**src/rtl/core/gle_pkg.sv**
```systemverilog
// Shared types, constants and helpers of the GIF LZW encoder.
// No dependencies.
`timescale 1ns / 1ps

package gle_pkg;

   localparam int HASH_ENTRIES = 16384;
   localparam int HASH_AW      = 14;
   localparam int ENTRY_W      = 32;
   localparam int CODE_W       = 12;
   localparam int KEY_W        = 20;
   localparam int ACC_W        = 20;

   localparam logic [CODE_W-1:0] CODE_CLEAR = 12'h100;
   localparam logic [CODE_W-1:0] CODE_END   = 12'h101;
   localparam logic [12:0]       CODE_FIRST = 13'd258;
   localparam logic [12:0]       MAX_CODES  = 13'd4096;
   localparam logic [3:0]        SIZE_MIN   = 4'd9;
   localparam logic [3:0]        SIZE_MAX   = 4'd12;

   typedef struct packed {
      logic              put;
      logic              flush;
      logic              is_end;
      logic [CODE_W-1:0] code;
      logic [3:0]        size;
   } pk_cmd_type;

   typedef struct packed {
      logic put_ok;
      logic flush_ok;
   } pk_stat_type;

   // code size grows once next code passes the current range
   function automatic logic [3:0] grow(input logic [12:0] next, input logic [3:0] size);
      logic [3:0] res;
      res = size;
      if ((next > (13'd1 << size)) && (size < SIZE_MAX)) begin
         res = size + 4'd1;
      end
      return res;
   endfunction

endpackage

```
**src/rtl/core/gle_packer.sv**
```systemverilog
// Bit packer: accumulates variable-size codes LSB first and emits bytes.
// Depends on gle_pkg.
`timescale 1ns / 1ps

module gle_packer (
   input  logic                clock,
   input  logic                reset,
   input  gle_pkg::pk_cmd_type cmd,
   output gle_pkg::pk_stat_type stat,
   output logic                rsp_tvalid,
   input  logic                rsp_tready,
   output logic [7:0]          rsp_tdata,
   output logic                rsp_tlast
);

   logic [gle_pkg::ACC_W-1:0] acc_ff, acc_in;
   logic [4:0]                cnt_ff, cnt_in;
   logic                      end_ff, end_in;
   logic [7:0]                ob_ff, ob_in;
   logic                      ol_ff, ol_in;
   logic                      ov_ff, ov_in;
   logic                      out_free;
   logic                      busy;
   logic [11:0]               mask;

   always_comb begin
      out_free = !ov_ff || rsp_tready;
      busy     = (cnt_ff >= 5'd8);
      mask     = 12'((13'd1 << cmd.size) - 13'd1);
      acc_in   = acc_ff;
      cnt_in   = cnt_ff;
      end_in   = end_ff;
      ob_in    = ob_ff;
      ol_in    = ol_ff;
      ov_in    = ov_ff;
      if (ov_ff && rsp_tready) begin
         ov_in = 1'b0;
      end
      if (busy) begin
         if (out_free) begin
            ob_in  = acc_ff[7:0];
            ol_in  = end_ff && (cnt_ff == 5'd8);
            ov_in  = 1'b1;
            acc_in = acc_ff >> 8;
            cnt_in = cnt_ff - 5'd8;
         end
      end else if (cmd.put) begin
         acc_in = acc_ff | (gle_pkg::ACC_W'(cmd.code & mask) << cnt_ff);
         cnt_in = cnt_ff + 5'(cmd.size);
         end_in = cmd.is_end;
      end else if (cmd.flush && ((cnt_ff == 5'd0) || out_free)) begin
         if (cnt_ff != 5'd0) begin
            ob_in = acc_ff[7:0];
            ol_in = 1'b1;
            ov_in = 1'b1;
         end
         acc_in = '0;
         cnt_in = '0;
      end
      stat.put_ok   = !busy;
      stat.flush_ok = !busy && ((cnt_ff == 5'd0) || out_free);
   end

   always_ff @(posedge clock) begin
      if (reset) begin
         acc_ff <= '0;
         cnt_ff <= '0;
         end_ff <= 1'b0;
         ov_ff  <= 1'b0;
      end else begin
         acc_ff <= acc_in;
         cnt_ff <= cnt_in;
         end_ff <= end_in;
         ov_ff  <= ov_in;
      end
      ob_ff <= ob_in;
      ol_ff <= ol_in;
   end

   assign rsp_tvalid = ov_ff;
   assign rsp_tdata  = ob_ff;
   assign rsp_tlast  = ol_ff;

endmodule

```
**config.mk**
```make
export PLATFORM = sky130hd
export DESIGN_NAME = gle_packer
export DESIGN_NICKNAME = d
export VERILOG_FILES = /design/src/rtl/core/gle_pkg.sv /design/src/rtl/core/gle_packer.sv
export SDC_FILE = /design/constraint.sdc
export NUM_CORES = 1
export LEC_CHECK = 0
export BUFFER_PORTS_ARGS = -buffer_cell sky130_fd_sc_hd__buf_4
export CAP_MARGIN = 20
export CORE_MARGIN = 2
export CORE_UTILIZATION = 47
export DETAILED_ROUTE_END_ITERATION = 16
export GPL_ROUTABILITY_DRIVEN = 0
export GPL_TIMING_DRIVEN = 0
export PLACE_DENSITY = 0.75
export SETUP_SLACK_MARGIN = 0.1
export SYNTH_ARGS = -nofsm -noshare
export SYNTH_HDL_FRONTEND = slang
export SYNTH_SLANG_ARGS = --single-unit
```
**constraint.sdc**
```tcl
create_clock -name clock -period 2.6 [get_ports clock]
set_input_delay 0.13 -clock clock [delete_from_list [all_inputs] [get_ports clock]]
set_output_delay 0.13 -clock clock [all_outputs]
set_load 0.005 [all_outputs]
```
# Word-level counts from Yosys, hierarchy flattened
# Cells that the tools add are included.
[word_totals]
ff_bits = 36
word_cells = 58
in_bits = 22
[classes]
n_eq_ne = 3
n_reduce_logical = 16
muxes = 24
order_cmp = 1
n_bitwise = 3
shift = 2
addsub = 3
[op_table]
columns = ["cell", "n"]
rows = [
  ["$mux 20", 4],
  ["$mux 8", 5],
  ["$mux 5", 4],
  ["$or 20x20->20", 1],
  ["$shl 12x5->20", 1],
  ["$and 12x12->12", 1],
  ["$shl 1x4->12 const A", 1],
  ["$sub 12x1->12 const B", 1],
  ["$mux 1", 11],
  ["$add 5x4->5", 1],
  ["$eq 5x4->1 const B", 1],
  ["$ge 5x4->1 const B", 1],
  ["$logic_not 5->1", 1],
  ["$reduce_bool 5->1", 1],
  ["$sub 5x4->5 const B", 1],
  ["$logic_and 1x1->1", 4],
  ["$reduce_and 2->1", 2],
  ["$reduce_and 4->1", 1],
  ["$reduce_bool 2->1", 2],
  ["$reduce_bool 3->1", 1],
  ["$logic_not 1->1", 2],
  ["$logic_or 1x1->1", 2],
  ["$ne 2x1->1 const B", 1],
  ["$ne 2x2->1 const B", 1],
  ["$not 1->1", 1],
]

# Depth between registers and ports, before layout
[depth]
word_depth = 7
depth_mapped = 12

# Least setup slack after synthesis
# Ideal clock, no wire load.
[synth_path]
path_kind = "reg2reg"
startpoint = "register cnt_ff[3]"
endpoint = "register acc_ff[9] (netlist bit)"
arrival_time_ns = 2.729
n_path_buf = 4
slack_ns = -0.257
stages_incl_launch_ff = 13
cell_sequence = "dfxtp_1 > clkbuf_1 > inv_1 > clkbuf_1 > ha_1 > clkbuf_1 > nor4b_1 > a311oi_1 > and2_1 > clkbuf_1 > nand2_1 > a221oi_1 > a21oi_1"
[synth_between]
elab_chain_cells = 5
elab_cells_between_ends = 11
[synth_lines]
columns = ["element", "line_no", "rtl"]
rows = [
  ["start: declaration", "gle_packer.sv:17", "logic [4:0] cnt_ff, cnt_in;"],
  ["start signal: assignment", "gle_packer.sv:72", "cnt_ff <= cnt_in;"],
  ["parallel branches: the longest is 5 deep, another holds $shl 12x5->20", "--", ""],
  ["end signal: assignment", "gle_packer.sv:71", "acc_ff <= acc_in;"],
  ["end: declaration", "gle_packer.sv:16", "logic [gle_pkg::ACC_W-1:0] acc_ff, acc_in;"],
]
# Parallel ways; which one is timed is not known.
# A chain may end at the register's enable or synchronous reset.

# Final worst setup path
[layout_path]
startpoint = "register cnt_ff[3]"
endpoint = "register acc_ff[12] (netlist bit)"
# Same word-level chain as after synthesis.

==> impl_metrics.tcl <==
set metrics [dict create \
    fin_area_sq_mm 0.00364 \
    ir_drop_uv 827 \
    die_w_um 81.0 \
    hold_path_class "in -> reg" \
    antenna_found_initial 0 \
    start_util_pct 47.9 \
    core_sq_mm 0.00582 \
    antenna_left 0 \
    max_stage_delay_ns 0.35 \
    hold_start "cmd[16]" \
    clk_latency_ns 0.30 \
    combPwrFrac_pct 66.9 \
    synth_edf_count 9 \
    rsz0062_at_grt "false" \
    diodes 0 \
    synth.yosys.seq_area_share_pct 29.1 \
    pwr-share-clk_pct 11.5 \
    finalSetupViolCount 0 \
    path_max_fanout 10 \
    syn_inst 346 \
    min_to "end_ff$_SDFFE_PP0P_" \
    cp-end-kind "register" \
    outcome "completed" \
    ys_async_sr_fraction_pct 0 \
    grt.total_usage_pct 28.3 \
    cellLeakagePower_uw 0.00139 \
    cts_root_buf "clkbuf_8" \
    maxCapViolations 0 \
    drive_gt1_share_pct 28.8 \
    avgViaCountPerCell 6.82 \
    rr_endpoint "acc_ff[12]$_SDFFE_PP0P_" \
    final_util_pct 62.6 \
    ys_types 70 \
    cp_cell_sequence "buf_8 -> inv_4 -> clkbuf_8 -> ha_1 -> buf_4 -> nor4b_2 -> a311oi_2 -> buf_4 -> nand2_4 -> nor2_1 -> a32oi_1 -> o211ai_1" \
    synth_top_area_share_pct 19.4 \
    drt-initial-drc-count 404 \
    syn_nets 375 \
    place.port_buffers 31 \
    reg2reg_from "cnt_ff[3]$_SDFFE_PP0P_" \
    finalCriticalPeriod_ns 2.49 \
    synth_area_leader_cell "dfxtp_1" \
    dpl.cell_count 452 \
    synth-main-ff-cell "dfxtp_1" \
    hold_slack_ns 0.0861 \
    ff2ff_path_depth 12 \
    io_pins 34 \
    cts_tree "yes" \
    fillCellCount 487 \
    yosysWarnings 0 \
    pwr-share-seq_pct 21.6 \
    num-nets-final 431 \
    tightestPinTransition_ns 0.598 \
    num_rows 28 \
    grt-ovfl-total 0 \
    arrival_ns 2.70 \
    holdPathStages 3 \
    finClkSkew_ns 0.00909 \
    htreeDepth 2 \
    vias 3261 \
    synth.cell_area_sq_mm 0.00279 \
    internal_power_uw 2330 \
    synth.avg_cell_area_sq_um 8.06 \
    cts.sinks 36 \
    switchingPower_uw 1990 \
    clk_path_buf_depth 2 \
    drcViolationCount 0 \
    min_period_over_period_pct 95.7 \
    wirelength_um 9510 \
    path_class "reg -> reg" \
    worst_setup_path_start_kind "register" \
    synth_area_leaders "dfxtp_1 19%, edfxtp_1 9.7%, nand2_1 4.2%, a21oi_1 3.8%, o21ai_0 3.4%" \
    area_delta_synth_final_pct 30.6 \
    powerDensity_mw_per_mm2 1190 \
    grt_max_degree 13 \
    dp_hpwl_um 6280 \
    clk_pin_slew_ns 0.08 \
    cpMaxStageDelayCell "dfxtp_2" \
    cpMostUsedCell "buf_4" \
    drt-wirelength-per-cell_um 19.9 \
    slew_headroom_pct 60.1 \
    postPlaceCellArea_sq_mm 0.00313 \
    fin_cells 478 \
    r2r_slack_ns 0.11 \
    finalHoldViolCount 0 \
    grt_pass1_vias 2956 \
    die_height_um 81.0 \
    cp.required_ns 2.82 \
    cts_buffers 5 \
    grt_pass1_wl_um 14500 \
    first_pass_iters 8 \
    ys_ff_latch 36 \
    max_freq_mhz 402 \
    p_sw_share_pct 46.1 \
    slew_violations 0 \
    die_area_sq_mm 0.00656 \
]
[cell type report]
| class | count | area, sq um | area share [%] |
|---|---|---|---|
| timing repair buffer | 49 | 380 | 10.4 |
| clock buffer | 5 | 68.8 | 1.89 |
| inverter | 9 | 46.3 | 1.27 |
| multi-input combinational | 271 | 1970 | 54.1 |
| clock inverter | 3 | 42.5 | 1.17 |
| tap | 75 | 93.8 | 2.58 |
| buffer | 30 | 226 | 6.22 |
| sequential | 36 | 813 | 22.3 |
[cells in the final DEF (no fill, tap or decap), drive strengths merged, types with 4 or more instances in the layout]
cell type,count
o221ai,5
nor2b,8
nor2,25
a22oi,11
o21ai,24
inv,7
nor4b,4
nand4,4
o22ai,4
a22o,7
nand2,31
a31oi,7
edfxtp,9
clkbuf,21
nor3,6
o41ai,4
dfxtp,27
a211oi,6
and2,4
a21oi,21
a21o,4
o211ai,8
buf,63
nand2b,6
a2111oi,4
nand3,10
and3,5
ha,6
mux2i,5
[per-layer routing]
metal / track usage (%) / vias to the layer above / part of all wire [%]
li1: - / 1462 / -
met4: 12.9 / 0 / 3.9
met1: 36.2 / 1533 / 39
met5: 0 / - / 0
met3: 4.67 / 44 / 9.5
met2: 46.8 / 222 / 47
[sequential cells by signal, indices dropped and copies added (netlist names)]
signal	flops
cnt_ff	5
rsp_tlast	1
rsp_tdata	8
acc_ff	20
end_ff	1
rsp_tvalid	1
[synthesized netlist by cell type (7+ instances only)]
cell and instances:
nand2_1 31, dfxtp_1 27, nor2_1 25, clkbuf_1 23, a21oi_1 21, o21ai_0 19, a22oi_1 11, nand3_1 10
edfxtp_1 9, nor2b_1 8, a22o_1 7, a31oi_1 7, o211ai_1 7
[metrics by stage]
| stage | worst slack, ns | TNS, ns | total power, uW |
|---|---|---|---|
| 2_1_floorplan | 0.0879 | 0 | 2470 |
| 4_1_cts | 0.0767 | 0 | 3830 |
| 6_report | 0.113 | 0 | 4320 |
| 3_5_place_dp | -0.471 | -6.71 | 3160 |
| 3_3_place_gp | -0.479 | -5.10 | 3110 |
| 5_1_grt | 0.0603 | 0 | 4570 |
[kinds of logic after synthesis]
logic type,share of synthesized area (%)
adders and majority gates,3.41
muxes,2.20
buffers and inverters,6.19
DFF,29.1
and+or+nand+nor,21.7
AOI/OAI and AO/OA,36.8
xor gates and xnor gates,0.628
[what timing repair did]
| action | CTS | global route |
|---|---|---|
| pin swaps | 5 | 18 |
| gates resized for setup | 31 | 55 |
| endpoints found under the setup margin | 30 | 30 |
| buffers inserted | 3 | 15 |
| endpoints found under the hold margin | 0 | 0 |
| hold buffers | 0 | 0 |
[worst max-delay path by stage]
stage	start	to
finish	cnt_ff[3]$_SDFFE_PP0P_	acc_ff[12]$_SDFFE_PP0P_
global route	cnt_ff[3]$_SDFFE_PP0P_	acc_ff[16]$_SDFFE_PP0P_
CTS	cnt_ff[3]$_SDFFE_PP0P_	acc_ff[17]$_SDFFE_PP0P_
detailed placement	cmd[2]	acc_ff[17]$_SDFFE_PP0P_
global placement	cmd[2]	acc_ff[17]$_SDFFE_PP0P_
floorplan	cnt_ff[3]$_SDFFE_PP0P_	acc_ff[9]$_SDFFE_PP0P_
[power groups by stage]
stage               registers, uW  logic [uW]  clock network [uW]
floorplan                     918        1560                   0
global placement              923        2190                   0
detailed placement            933        2230                   0
CTS                           925        2410                 497
global route                  951        3080                 533
finish                        932        2890                 498
[worst max-delay path: cells and delay by family, from the launching register on]
family	cells	cell delay, ns
DFF	1	0.35
buffers and inverters	5	0.73
adders and majority gates	1	0.20
AOI/OAI and AO/OA	3	0.57
and+or+nand+nor	3	0.55
(Power assumes the default switching activity.)
